===== config.mk =====
export PLATFORM = sky130hd
export DESIGN_NAME = record_field_splitter
export DESIGN_NICKNAME = d
export VERILOG_FILES = /design/src/rtl/core/rfs_pkg.sv /design/src/rtl/core/rfs_sep_match.sv /design/src/rtl/core/record_field_splitter.sv
export SDC_FILE = /design/constraint.sdc
export NUM_CORES = 1
export LEC_CHECK = 0
export ABC_AREA = 0
export BUFFER_PORTS_ARGS = -buffer_cell sky130_fd_sc_hd__buf_2
export CAP_MARGIN = 5
export CORE_MARGIN = 10
export CORE_UTILIZATION = 57
export DETAILED_ROUTE_END_ITERATION = 8
export PLACE_DENSITY = 0.77
export SYNTH_ARGS = -nofsm -noshare
export SYNTH_HDL_FRONTEND = slang
export SYNTH_SLANG_ARGS = --single-unit

===== constraint.sdc =====
create_clock -name clk -period 16.8 [get_ports clk]
set_input_delay 0.84 -clock clk [delete_from_list [all_inputs] [get_ports clk]]
set_output_delay 0.84 -clock clk [all_outputs]
set_load 0.02 [all_outputs]

===== src/rtl/core/rfs_pkg.sv =====
// Package for the record field splitter: sizes, character codes and the
// request/result and status types shared by the splitter modules.
// No dependencies.
`timescale 1ns / 1ps
`default_nettype none

package rfs_pkg;

    localparam int MAX_FIELDS    = 64;
    localparam int SEP_MAX_BYTES = 8;
    localparam int POSITION_BITS = 16;

    localparam int SEP_LEN_BITS  = 4;
    localparam int SEP_BITS      = 64;
    localparam int COUNT_BITS    = 7;
    localparam int NUMBER_BITS   = 6;
    localparam int RECORD_BITS   = 32;

    localparam logic [7:0] SPACE_CHAR = 8'h20;
    localparam logic [7:0] TAB_CHAR   = 8'h09;
    localparam logic [7:0] CR_CHAR    = 8'h0D;

    localparam logic FUNC_DATA = 1'b0;
    localparam logic FUNC_END  = 1'b1;

    localparam logic REG_SEP_LENGTH = 1'b0;
    localparam logic REG_SEP_BYTES  = 1'b1;

    typedef struct packed {
        logic       func;
        logic [7:0] data_byte;
    } in_item_t;

    typedef struct packed {
        logic                     field_valid;
        logic [NUMBER_BITS-1:0]   field_number;
        logic [POSITION_BITS-1:0] field_start;
        logic [POSITION_BITS-1:0] field_length;
        logic                     record_end;
        logic [COUNT_BITS-1:0]    record_fields;
        logic [RECORD_BITS-1:0]   record_number;
    } out_item_t;

    // Separator decode handed from the matcher to the top level
    typedef struct packed {
        logic                    ws_mode;
        logic [SEP_LEN_BITS-1:0] sep_n;
        logic                    tail_match;
    } sep_status_t;

endpackage

`default_nettype wire


===== src/rtl/core/rfs_sep_match.sv =====
// Separator decode and window compare for the record field splitter.
// Depends on rfs_pkg.
`timescale 1ns / 1ps
`default_nettype none

module rfs_sep_match
    import rfs_pkg::*;
(
    input  wire logic [SEP_LEN_BITS-1:0] sep_length,
    input  wire logic [SEP_BITS-1:0]     sep_bytes,
    input  wire logic [SEP_BITS-1:0]     window,
    output sep_status_t                  status
);

    logic [SEP_LEN_BITS-1:0] sep_n;
    logic [SEP_MAX_BYTES:0]  match_by_len;

    always_comb
    begin
        if (sep_length > SEP_LEN_BITS'(SEP_MAX_BYTES))
            sep_n = SEP_LEN_BITS'(SEP_MAX_BYTES);
        else
            sep_n = sep_length;
    end

    // Newest byte sits in the low byte of the window; it must equal the
    // last separator byte.
    always_comb
    begin
        logic all_eq;
        match_by_len[0] = 1'b0;
        for (int k = 1; k <= SEP_MAX_BYTES; k++)
        begin
            all_eq = 1'b1;
            for (int j = 0; j < k; j++)
            begin
                if (window[8*j +: 8] != sep_bytes[8*(k-1-j) +: 8])
                    all_eq = 1'b0;
            end
            match_by_len[k] = all_eq;
        end
    end

    always_comb
    begin
        status.sep_n      = sep_n;
        status.ws_mode    = (sep_n == '0) ||
                            (sep_n == SEP_LEN_BITS'(1) && sep_bytes[7:0] == SPACE_CHAR);
        status.tail_match = match_by_len[sep_n];
    end

endmodule

`default_nettype wire


===== src/rtl/core/record_field_splitter.sv =====
// Record field splitter: takes one record byte per request and reports
// the first 64 closed fields of a record (number, start offset, length),
// plus a summary at the end of each record. A request is taken every
// cycle while the result register is free or being emptied in the same
// cycle, so the block runs at one byte per clock. Separator compare, mode
// decode and counters settle in the request's cycle; results register next.
// Depends on rfs_pkg and rfs_sep_match.
`timescale 1ns / 1ps
`default_nettype none

module record_field_splitter
    import rfs_pkg::*;
(
    input  wire logic                    clk,
    input  wire logic                    rst_n,
    input  wire logic                    in_valid,
    output logic                         in_stall,
    input  wire in_item_t                in_data,
    output logic                         out_valid,
    input  wire logic                    out_stall,
    output out_item_t                    out_data,
    input  wire logic                    cfg_write,
    input  wire logic                    cfg_index,
    input  wire logic [SEP_BITS-1:0]     cfg_data
);

    localparam logic [POSITION_BITS-1:0] POS_LIMIT = '1;

    logic [SEP_LEN_BITS-1:0]  sep_length_reg;
    logic [SEP_BITS-1:0]      sep_bytes_reg;
    logic [SEP_BITS-1:0]      recent_reg, recent_next;
    logic [POSITION_BITS-1:0] pos_reg, pos_next;
    logic [POSITION_BITS-1:0] start_reg, start_next;
    logic                     inside_reg, inside_next;
    logic [COUNT_BITS-1:0]    found_reg, found_next;
    logic [RECORD_BITS-1:0]   records_reg, records_next;
    logic                     out_valid_reg, out_valid_next;
    out_item_t                out_data_reg, out_data_next;

    logic                     accept;
    logic                     has_result;
    logic                     blank;
    logic                     fits;
    logic                     room;
    sep_status_t              sep_st;

    assign in_stall  = out_valid_reg & out_stall;
    assign accept    = in_valid & ~in_stall;
    assign out_valid = out_valid_reg;
    assign out_data  = out_data_reg;

    assign recent_next = {recent_reg[SEP_BITS-9:0], in_data.data_byte};

    rfs_sep_match u_match (
        .sep_length (sep_length_reg),
        .sep_bytes  (sep_bytes_reg),
        .window     (recent_next),
        .status     (sep_st)
    );

    assign blank = (in_data.data_byte == SPACE_CHAR) ||
                   (in_data.data_byte >= TAB_CHAR && in_data.data_byte <= CR_CHAR);
    // Separator must not reach back before the open field's start
    assign fits  = ({1'b0, pos_reg} + (POSITION_BITS+1)'(1)) >=
                   ({1'b0, start_reg} + (POSITION_BITS+1)'(sep_st.sep_n));
    assign room  = found_reg < COUNT_BITS'(MAX_FIELDS);

    always_comb
    begin
        logic [POSITION_BITS-1:0] len;
        len           = '0;
        has_result    = 1'b0;
        out_data_next = '0;
        pos_next      = pos_reg;
        start_next    = start_reg;
        inside_next   = inside_reg;
        found_next    = found_reg;
        records_next  = records_reg;

        if (in_data.func == FUNC_DATA)
        begin
            if (pos_reg != POS_LIMIT)
            begin
                pos_next = pos_reg + POSITION_BITS'(1);
                if (sep_st.ws_mode)
                begin
                    if (blank && inside_reg)
                    begin
                        inside_next = 1'b0;
                        if (room)
                        begin
                            has_result                 = 1'b1;
                            out_data_next.field_valid  = 1'b1;
                            out_data_next.field_number = found_reg[NUMBER_BITS-1:0];
                            out_data_next.field_start  = start_reg;
                            out_data_next.field_length = pos_reg - start_reg;
                            found_next                 = found_reg + COUNT_BITS'(1);
                        end
                    end
                    else if (!blank && !inside_reg)
                    begin
                        inside_next = 1'b1;
                        start_next  = pos_reg;
                    end
                end
                else if (sep_st.tail_match && fits)
                begin
                    start_next = pos_reg + POSITION_BITS'(1);
                    if (room)
                    begin
                        has_result                 = 1'b1;
                        out_data_next.field_valid  = 1'b1;
                        out_data_next.field_number = found_reg[NUMBER_BITS-1:0];
                        out_data_next.field_start  = start_reg;
                        out_data_next.field_length = pos_reg + POSITION_BITS'(1)
                                                     - POSITION_BITS'(sep_st.sep_n)
                                                     - start_reg;
                        found_next                 = found_reg + COUNT_BITS'(1);
                    end
                end
            end
        end
        else
        begin
            // Close the last field (if one is open), report the summary, clear the record
            has_result = 1'b1;
            if ((sep_st.ws_mode && inside_reg) || !sep_st.ws_mode)
            begin
                if (pos_reg >= start_reg)
                    len = pos_reg - start_reg;
                if (room)
                begin
                    out_data_next.field_valid  = 1'b1;
                    out_data_next.field_number = found_reg[NUMBER_BITS-1:0];
                    out_data_next.field_start  = start_reg;
                    out_data_next.field_length = len;
                    found_next                 = found_reg + COUNT_BITS'(1);
                end
            end
            records_next                = records_reg + RECORD_BITS'(1);
            out_data_next.record_end    = 1'b1;
            out_data_next.record_fields = found_next;
            out_data_next.record_number = records_next;
            pos_next                    = '0;
            start_next                  = '0;
            inside_next                 = 1'b0;
            found_next                  = '0;
        end
    end

    always_comb
    begin
        if (accept && has_result)
            out_valid_next = 1'b1;
        else if (!out_stall)
            out_valid_next = 1'b0;
        else
            out_valid_next = out_valid_reg;
    end

    always_ff @(posedge clk or negedge rst_n)
    begin
        if (!rst_n)
        begin
            sep_length_reg <= SEP_LEN_BITS'(1);
            sep_bytes_reg  <= SEP_BITS'(SPACE_CHAR);
            recent_reg     <= '0;
            pos_reg        <= '0;
            start_reg      <= '0;
            inside_reg     <= 1'b0;
            found_reg      <= '0;
            records_reg    <= '0;
            out_valid_reg  <= 1'b0;
        end
        else
        begin
            if (cfg_write)
            begin
                unique case (cfg_index)
                    REG_SEP_LENGTH: sep_length_reg <= cfg_data[SEP_LEN_BITS-1:0];
                    REG_SEP_BYTES:  sep_bytes_reg  <= cfg_data;
                    default:        ;
                endcase
            end
            if (accept)
            begin
                if (in_data.func == FUNC_END)
                    recent_reg <= '0;
                else if (pos_reg != POS_LIMIT)
                    recent_reg <= recent_next;
                pos_reg     <= pos_next;
                start_reg   <= start_next;
                inside_reg  <= inside_next;
                found_reg   <= found_next;
                records_reg <= records_next;
            end
            out_valid_reg <= out_valid_next;
        end
    end

    // Result payload carries no reset
    always_ff @(posedge clk)
    begin
        if (accept && has_result)
            out_data_reg <= out_data_next;
    end

    a_found_bounded: assert property (@(posedge clk) disable iff (!rst_n)
        found_reg <= COUNT_BITS'(MAX_FIELDS))
        else $error("field count ran past its limit");

    a_start_behind_pos: assert property (@(posedge clk) disable iff (!rst_n)
        start_reg <= pos_reg)
        else $error("open field starts past the current byte");

    a_end_clears: assert property (@(posedge clk) disable iff (!rst_n)
        accept && in_data.func == FUNC_END |=> pos_reg == '0 && found_reg == '0
                                               && !inside_reg)
        else $error("record state not cleared at record end");

    a_data_result_is_field: assert property (@(posedge clk) disable iff (!rst_n)
        out_valid_reg && !out_data_reg.record_end |-> out_data_reg.field_valid)
        else $error("data request produced a result with no field");

    a_end_bumps_records: assert property (@(posedge clk) disable iff (!rst_n)
        accept && in_data.func == FUNC_END |=>
            records_reg == $past(records_reg) + RECORD_BITS'(1))
        else $error("record number did not advance");

endmodule

`default_nettype wire


# --- Word-level counts from Yosys, hierarchy flattened ---
# Index checks and enable logic that the tools add are counted.
word_totals:
  ff_bits: 276
  output_inout_bits: 81
op_classes:
  n_addsub: 8
  magnitude_cmp: 7
  eq_ne: 44
  muxes: 80
  n_bitwise: 4
  n_reduce_logical: 25
ops:
  columns: ["cell", "count"]
  rows:
  - ["$mux W39", 9]
  - ["$ne A8 B8 Y1", 36]
  - ["$mux W16", 9]
  - ["$mux W56", 2]
  - ["$mux W1", 50]
  - ["$mux W7", 7]
  - ["$mux W40", 1]
  - ["$add A32 B1 Y32 const B", 1]
  - ["$sub A16 B16 Y16", 2]
  - ["$add A16 B1 Y17 const B", 1]
  - ["$add A16 B4 Y17", 1]
  - ["$ge A17 B17 Y1", 1]
  - ["$add A16 B1 Y16 const B", 1]
  - ["$eq A8 B6 Y1 const B", 2]
  - ["$ge A16 B16 Y1", 1]
  - ["$ne A16 B16 Y1 const B", 1]
  - ["$sub A16 B4 Y16", 1]
  - ["$ge A8 B4 Y1 const B", 1]
  - ["$le A8 B4 Y1 const B", 1]
  - ["$reduce_and A2 Y1", 4]
  - ["$reduce_and A4 Y1", 2]
  - ["$add A7 B1 Y7 const B", 1]
  - ["$logic_and A1 B1 Y1", 7]
  - ["$lt A7 B7 Y1 const B", 1]
  - ["other kinds (16)", 25]

# --- Depth between registers and ports, before layout ---
# Gate-level depths: netlist of the first run.
logic_depth:
  depth_word: 18
  ltp_mapped: 22

# --- Hierarchy ---
# From an unflattened synthesis of the first run, not the netlist that was laid out.
hier_totals:
  hier_cells: 1785
  area_unflattened_um2: 18068.6
by_module_without_submodules:
  columns: ["mod", "instances", "cells_per_inst", "area_per_inst_um2"]
  rows:
  - ["record_field_splitter", 1, 1296, 14333.7]
  - ["rfs_sep_match", 1, 489, 3734.8]

# --- Worst setup path before layout of the first run ---
# No wires, ideal clock.
synth_path:
  path_kind: "reg2reg"
  from: "register sep_length_reg[0]"
  to: "register out_data_reg, in the netlist out_data[0], enable pin"
  arrival_ns: 5.164
  t_required_ns: 16.367
  setup_slack_ns: 11.204
  stages_incl_launch_ff: 19
  period_less_slack_ns: 5.596
  path_cell_list: "dfstp_2 nor2b_1 ha_1 fa_1 a21o_1 a21oi_1 nor3_1 nand2_1 xnor2_1 ha_1 nand4_1 or2_2 nor3_1 a211oi_1 a21oi_1 nor2_1 o31ai_4 a31oi_1 inv_1"
synth_via:
  elab_chain_len: 10
  word_cells_on_any_way: 16
synth_rtl:
  columns: ["element", "line_no", "rtl"]
  rows:
  - ["start, declared", "record_field_splitter.sv:29", "logic [SEP_LEN_BITS-1:0] sep_length_reg;"]
  - ["start signal, assigned", "record_field_splitter.sv:180", "REG_SEP_LENGTH: sep_length_reg <= cfg_data[SEP_LEN_BITS-1:0];"]
  - ["$gt A4 B4 Y1", "rfs_sep_match.sv:20", "if (sep_length > SEP_LEN_BITS'(SEP_MAX_BYTES))"]
  - ["$mux W4 (*)", "rfs_sep_match.sv:20", null]
  - ["$add A16 B4 Y17 or $bmux W1 S4 (tied branches)", "record_field_splitter.sv:65, rfs_sep_match.sv:49", null]
  - ["$ge A17 B17 Y1 or $mux W1 (tied branches)", "record_field_splitter.sv:64, rfs_sep_match.sv:49", null]
  - ["$logic_and A1 B1 Y1", "record_field_splitter.sv:106", "else if (sep_st.tail_match && fits)"]
  - ["$mux W1", "record_field_splitter.sv:106", null]
  - ["$mux W1 (*)", "record_field_splitter.sv:85", "if (sep_st.ws_mode)"]
  - ["$mux W1 (*)", "record_field_splitter.sv:82", "if (pos_reg != POS_LIMIT)"]
  - ["$mux W1 (*)", "record_field_splitter.sv:80", "if (in_data.func == FUNC_DATA)"]
  - ["$logic_and A1 B1 Y1 (*)", "record_field_splitter.sv:204", "if (accept && has_result)"]
  - ["end signal, assigned", "record_field_splitter.sv:205", "out_data_reg <= out_data_next;"]
  - ["end, declared", "record_field_splitter.sv:38", "out_item_t out_data_reg, out_data_next;"]
# Mark *: on every way between the ends. The rest lies on a longest branch, timed or not. The select of a mux whose other input is x is not followed.
# A chain may end at the register's enable or synchronous reset.

# --- Worst setup path after layout of the first run ---
layout_path:
  from: "register sep_length_reg[0]"
  to: "register out_data_reg, in the netlist out_data[43], enable pin"
# Same word-level chain as after synthesis.

==> metrics.cfg, run 1 <==
[worst_setup_path]
cp-start-kind = flop
crit_chain = nor2b_1 > ha_1 > fa_1 > a21o_1 > a21oi_1 > nor3_1 > nand2_1 > xnor2_1 > ha_1 > nand4_1 > or2_2 > nor3_1 > a211oi_1 > a21oi_1 > nor2_1 > o31ai_4 > a31oi_1 > inv_2 > buf_4
critical_path.top_delay_family = simple AND/OR/NAND/NOR gates
slowest_stage = buf_4
reg2reg_from = sep_length_reg[0]$_DFFE_PN1P_
rr_worst_depth = 19
critical_path_buf_inv_count = 2
crit_type = flop to flop
critPathRequiredTime_ps = 17000
cp_max_fo = 64
crit_arrival_ps = 5970
critPathMaxStageDelay_ps = 690
cp_num_cells = 19
cp-end-kind = flop
critPathLaunch = sep_length_reg[0]$_DFFE_PN1P_

[sta]
slew_headroom_pct = 20.2
rsz0062_at_grt = no
setup-tns-final_ps = 0
fmax_mhz = 174
slew_violations = 0
setup_viol = 0
tightest_slew_ps = 1200
fin_skew_ps = 13.2
min_period_ps = 5760
hold_violations = 0
finalCritPeriodShare_pct = 34.3

[detailed_routing]
vias = 13800
drt-initial-drc-count = 1348
wl_per_cell_um = 24.2
detail-route-antenna-nets = 0
viasPerCell = 6.11
drc = 0
wl_mm = 54.7
firstDrtPassIters = 5

[cells_and_area]
post-route-cell-area_mm2 = 0.0196
drive_above_1_share_pct = 17.0
largest_register_ffs = 79
fillers = 2520
diodes = 0
layout.nets = 1996
synthToLayoutAreaGrowth_pct = 9.96

[flow_run]
drv_cap = 0

[synth]
netlist.area_leader.share_pct = 27.3
yosysWarnings = 0
syn_avg_cell_area_um2 = 10.0
synth_area_mm2 = 0.0178
ys_ff_latch = 276
ys_async_sr_fraction_pct = 71.4
synth_edf_count = 79
synth_cells = 1780
ys_types = 63
synth_flop_cell = dfrtp_1
syn-num-nets = 1935
synth_top_area_cell = dfrtp_1
synth_area_leaders = dfrtp_1 (27%), edfxtp_1 (13%), xnor2_1 (12%), xor2_1 (8.2%), ha_1 (4.9%)
yosysSeqAreaShare_pct = 40.9

[clock_network]
clock_latency_ps = 580
cts_resized = 0
cts_tree = yes
cts_root_buf = clkbuf_16
clock_path_buffers = 3
cts_sinks = 276
cts_buffers = 29
cts_setup_buffers = 0
htreeDepth = 1
postCtsHoldBufs = 0
clk_pin_slew_ps = 60

[floorplanning]
ios = 160
floorplan.rows = 64
start_util_pct = 58.0
dieArea_mm2 = 0.0388
fp.dieH_um = 197
core_mm2 = 0.0307
chipWidth_um = 197

[pwr]
pwr-share-clk_pct = 30.4
swShare_pct = 35.0
comb_power_share_pct = 28.6
p_switching_w = 0.000787
peakVddDrop_mv = 0.0913
p_leak_nw = 8.33
power.internal_w = 0.00146
seqPwrFrac_pct = 41.0
p_per_area_mw_per_mm2 = 115
power_w = 0.00225

[placement]
port-buffer-count = 159
place_area_mm2 = 0.0186
dp_hpwl_mm = 39.3
place_congestion = 1.01

[global_route]
grt_overflow = 0
grt_max_degree = 75
grt_pass1_wl_mm = 83.6
antenna_found_initial = 0
grt_usage_pct = 27.6
grt_pass1_vias = 13900

[min_path]
hold_path_class = input pin to async pin

[run_status]
outcome = complete, no violations

## cell usage after synthesis (4+ instances only)
| master | number |
|---|---|
| inv_1 | 92 |
| xor2_1 | 168 |
| a2111oi_0 | 6 |
| or3_1 | 20 |
| o31ai_1 | 7 |
| a21oi_1 | 43 |
| and3_1 | 13 |
| nand3_1 | 51 |
| buf_4 | 8 |
| buf_6 | 5 |
| nand4_1 | 59 |
| fa_1 | 6 |
| nor2_1 | 88 |
| ha_1 | 70 |
| nor3_1 | 47 |
| mux2_4 | 8 |
| xnor2_1 | 237 |
| dfrtp_1 | 195 |
| buf_1 | 9 |
| a31oi_1 | 4 |
| o41ai_1 | 4 |
| a21o_1 | 15 |
| and2_1 | 15 |
| a22o_1 | 68 |
| nand2_1 | 101 |
| clkbuf_1 | 79 |
| nor4_1 | 38 |
| nor2b_1 | 9 |
| mux2_2 | 73 |
| edfxtp_1 | 79 |
| buf_2 | 40 |
| o22ai_1 | 7 |
| o21ai_0 | 64 |
## power by group through the flow
stage / clock, W / sequential, W / combinational (W)
after global routing: 0.000722 / 0.000928 / 0.000696
after detailed placement: 0 / 0.000931 / 0.000632
after floorplan: 0 / 0.000880 / 0.000476
after CTS: 0.000692 / 0.000919 / 0.000637
final: 0.000684 / 0.000923 / 0.000643
after global placement: 0 / 0.000929 / 0.000623
## per-layer routing
layer / vias up / global-route usage, % / share of wire [%]
met5: - / 0 / 0
met4: 0 / 12.2 / 5.1
met3: 172 / 4.53 / 7.2
met2: 668 / 46.1 / 47
met1: 6704 / 34.6 / 40
li1: 6264 / - / -
## final cells by class
type                    instances  area, µm²  share of cell area (%)
repair buffers                174        917                    4.67
clock buffers                  36        772                    3.93
inverters                      93        349                    1.78
multi-input cells            1267       9550                    48.7
flip-flops and latches        276       7300                    37.2
clock inverters                18        233                    1.19
well taps                     396        495                    2.53
## cells in the final DEF (no fill, tap or decap), drive strengths merged, types with 8 or more instances in the layout
cell,n
a21o,15
a21oi,43
a22o,68
and2,15
and3,13
buf,173
clkbuf,37
clkinv,10
dfrtp,195
edfxtp,79
ha,70
inv,94
mux2,81
nand2,101
nand3,51
nand4,59
nor2,88
nor2b,9
nor3,50
nor4,38
o21ai,64
o31ai,8
or3,20
xnor2,237
xor2,168
## metrics by stage
step                hold slack, ps  setup WS, ps  util [%]  std cells
floorplan                      450         11200         -       1780
CTS                            271         11010      63.8       2260
global placement               467         11240      60.5       2206
detailed placement             484         11040      60.5       2206
global route                   283         10580      63.8       2260
finish                         245         11040      63.8       2260
## kinds of logic (layout without fill, tap and decap cells)
logic type                 Yosys count  after routing  synth area share, %
xor gates and xnor gates           405            405                 19.9
muxes                               83             83                 5.39
and+or+nand+nor                    457            457                 12.9
adders and majority gates           76             76                 5.58
AOI/OAI and AO/OA                  246            246                 9.66
DFF                                276            276                 40.9
buffers and inverters              237            321                 5.67
## path summary, 6_finish.rpt
kind	endpoint	slack, ps
worst max register to register	out_data[43]$_DFFE_PP_	11040
worst min-delay path	sep_bytes_reg[54]$_DFFE_PN0P_	240
max in group asynchronous	out_valid$_DFFE_PN0P_	15230
worst max-delay path	out_data[43]$_DFFE_PP_	11040
worst min register to register	records_reg[31]$_DFFE_PN0P_	490
min in group clk	records_reg[31]$_DFFE_PN0P_	490
Power figures use the tool's default switching activity.
==> run 2: changes to the inputs <==
==> constraint.sdc (replaced) <==
create_clock -name clk -period 6 [get_ports clk]
set_input_delay 0.3 -clock clk [delete_from_list [all_inputs] [get_ports clk]]
set_output_delay 0.3 -clock clk [all_outputs]
set_load 0.02 [all_outputs]
==> run 2 against run 1 <==
Power rose to 2.8 times the previous value; clock skew up 13 ps; critical endpoint is now out_data[41]$_DFFE_PP_; clock power rose to 2.9 times the previous value; hold slack worse by 210 ps; non-clock buffer count up 62.
==> metrics.cfg, run 2 (synthesis gave the netlist of run 1 again) <==
[pwr]
peakVddDrop_mv = 0.248  ; +170%
p_leak_nw = 8.62  ; +3.5%
pwr-share-clk_pct = 31.2  ; +0.8 points
seqPwrFrac_pct = 40.4  ; -0.6 points
swShare_pct = 34.5  ; -0.50 points
power.internal_w = 0.00418  ; +190%
p_per_area_mw_per_mm2 = 314  ; +170%
comb_power_share_pct = 28.3  ; -0.3 points
p_switching_w = 0.00220  ; +180%

[sta]
finalCritPeriodShare_pct = 86.6  ; +52 points
setup_viol = 0  ; unchanged
min_period_ps = 5200  ; -565 ps
hold_violations = 0  ; unchanged
layout_setup_ws_ps = 802  ; -10230 ps
setup-tns-final_ps = 0  ; unchanged
slew_violations = 0  ; unchanged
fin_skew_ps = 26.6  ; +13.4 ps
fmax_mhz = 192  ; +11%
rsz0062_at_grt = no
slew_headroom_pct = 24.6  ; +4.4 points
tightest_slew_ps = 1130  ; -65.3 ps

[cells_and_area]
synthToLayoutAreaGrowth_pct = 13.9
utilization_pct = 66.1  ; +2.3 points
layout.nets = 2059  ; +3.2%
final_cell_mix = xnor2_1 (237), dfrtp_1 (195), xor2_1 (168)
drive_above_1_share_pct = 16.5  ; -0.51 points
largest_register_ffs = 79  ; unchanged
diodes = 0  ; unchanged
final_common_cell = xnor2_1

[flow_run]
drv_cap = 0  ; unchanged

[placement]
port-buffer-count = 159  ; unchanged
dp_hpwl_mm = 38.6  ; -1.9%
dp_worst_setup_slack_ps = 808  ; -10230 ps
place_congestion = 1.02  ; +1.6%

[detailed_routing]
drt-initial-drc-count = 1168  ; -13%
detail-route-antenna-nets = 0  ; unchanged
firstDrtPassIters = 7  ; +2
vias = 14100  ; +2.1%
wl_per_cell_um = 23.2  ; -4.1%
drc = 0  ; unchanged
viasPerCell = 6.06  ; -0.75%
wl_mm = 53.9  ; -1.4%

[global_route]
grt_pass1_wl_mm = 83.0  ; -0.66%
grt_usage_pct = 27.2  ; -0.41 points
grt_max_degree = 79  ; +5.3%
grt_pass1_vias = 14100  ; +1.4%
antenna_found_initial = 0  ; unchanged
grt_overflow = 0  ; unchanged

[worst_setup_path]
cp-start-kind = flop
crit_chain = nor2b_1 > ha_1 > fa_1 > a21o_1 > a21oi_1 > nor3_1 > nand2_1 > xnor2_1 > ha_1 > nand4_1 > or2_2 > nor3_1 > a211oi_1 > a21oi_1 > nor2_1 > o31ai_4 > a31oi_1 > inv_2 > buf_12
cp_max_fo = 78  ; +22%
cp-end-kind = flop
slowest_stage = dfstp_2
critPathRequiredTime_ps = 6250  ; -10750 ps
crit_type = flop to flop
critPathMaxStageDelay_ps = 600  ; -90 ps
crit_arrival_ps = 5450  ; -520 ps

[clock_network]
cts_resized = 0  ; unchanged
cts_sinks = 276  ; unchanged
postCtsHoldBufs = 65  ; +65
clk_pin_slew_ps = 60  ; about the same
cts_tree = yes
clock_path_buffers = 3  ; unchanged
cts_buffers = 30  ; +3.4%
cts_root_buf = clkbuf_16
htreeDepth = 1  ; unchanged
cts_setup_buffers = 0  ; unchanged
clock_latency_ps = 600  ; +20 ps

[floorplanning]
ios = 160  ; unchanged
core_mm2 = 0.0307  ; unchanged
floorplan.rows = 64  ; unchanged
dieArea_mm2 = 0.0388  ; unchanged
chipWidth_um = 197  ; unchanged
fp.dieH_um = 197  ; unchanged
start_util_pct = 58.0  ; unchanged

[min_path]
hold_path_class = input pin to flop

[run_status]
outcome = complete, no violations

-- run 2: final timing paths --
kind,from,endpoint,slack [ps],depth (start not counted)
worst max-delay path,sep_length_reg[0]$_DFFE_PN1P_,out_data[41]$_DFFE_PP_,800,19
worst min-delay path,out_stall,out_valid$_DFFE_PN0P_,40,3
worst max register to register,sep_length_reg[0]$_DFFE_PN1P_,out_data[41]$_DFFE_PP_,800,19
worst min register to register,records_reg[31]$_DFFE_PN0P_,records_reg[31]$_DFFE_PN0P_,480,1
max in group asynchronous,rst_n,pos_reg[15]$_DFFE_PN0P_,4340,3
min in group asynchronous,rst_n,sep_bytes_reg[56]$_DFFE_PN0P_,250,2
-- run 2: critical path, delay by kind of cell, from the launching register on --
family | cells | cell delay (ps)
and+or+nand+nor | 7 | 1670
AOI/OAI and AO/OA | 6 | 1120
adders and majority gates | 3 | 800
DFF | 1 | 600
buffers and inverters | 2 | 490
xor gates and xnor gates | 1 | 140
-- run 2: power by group through the flow --
stage | Sequential, W | Clock [W] | Combinational, W
floorplan | 0.00246 | 0 | 0.00133
global placement | 0.00259 | 0 | 0.00172
detailed placement | 0.00260 | 0 | 0.00175
CTS | 0.00256 | 0.00201 | 0.00180
global route | 0.00259 | 0.00209 | 0.00197
finish | 0.00258 | 0.00199 | 0.00181
-- run 2: layout make-up --
class | count | area [µm²]
Sequential cell | 276 | 7300
Timing Repair Buffer | 236 | 1560
Inverter | 93 | 349
Fill cell | 2426 | 10400
Multi-Input combinational cell | 1267 | 9550
Tap cell | 396 | 495
Clock inverter | 18 | 248
Clock buffer | 38 | 821
-- run 2: stage by stage --
| stage | power [W] | hold slack (ps) | cell area (µm²) | instances |
|---|---|---|---|---|
| 3_5_place_dp | 0.00435 | 324 | 18600 | 2203 |
| 2_1_floorplan | 0.00380 | 4.41 | 17800 | 1780 |
| 4_1_cts | 0.00638 | 14.5 | 20300 | 2324 |
| 3_3_place_gp | 0.00431 | 315 | 18600 | 2203 |
| 5_1_grt | 0.00665 | 49.7 | 20300 | 2324 |
| 6_report | 0.00638 | 38.6 | 20300 | 2324 |
-- run 2: layer usage --
metal	global-route usage, %	share of wire (%)	vias to the layer above	routed length (µm)
met3	4.22	6.7	183	3600
li1	-	-	6393	-
met5	0	0	-	0
met2	45.2	47	604	25500
met4	14.0	5.7	0	3060
met1	33.7	40	6912	21800
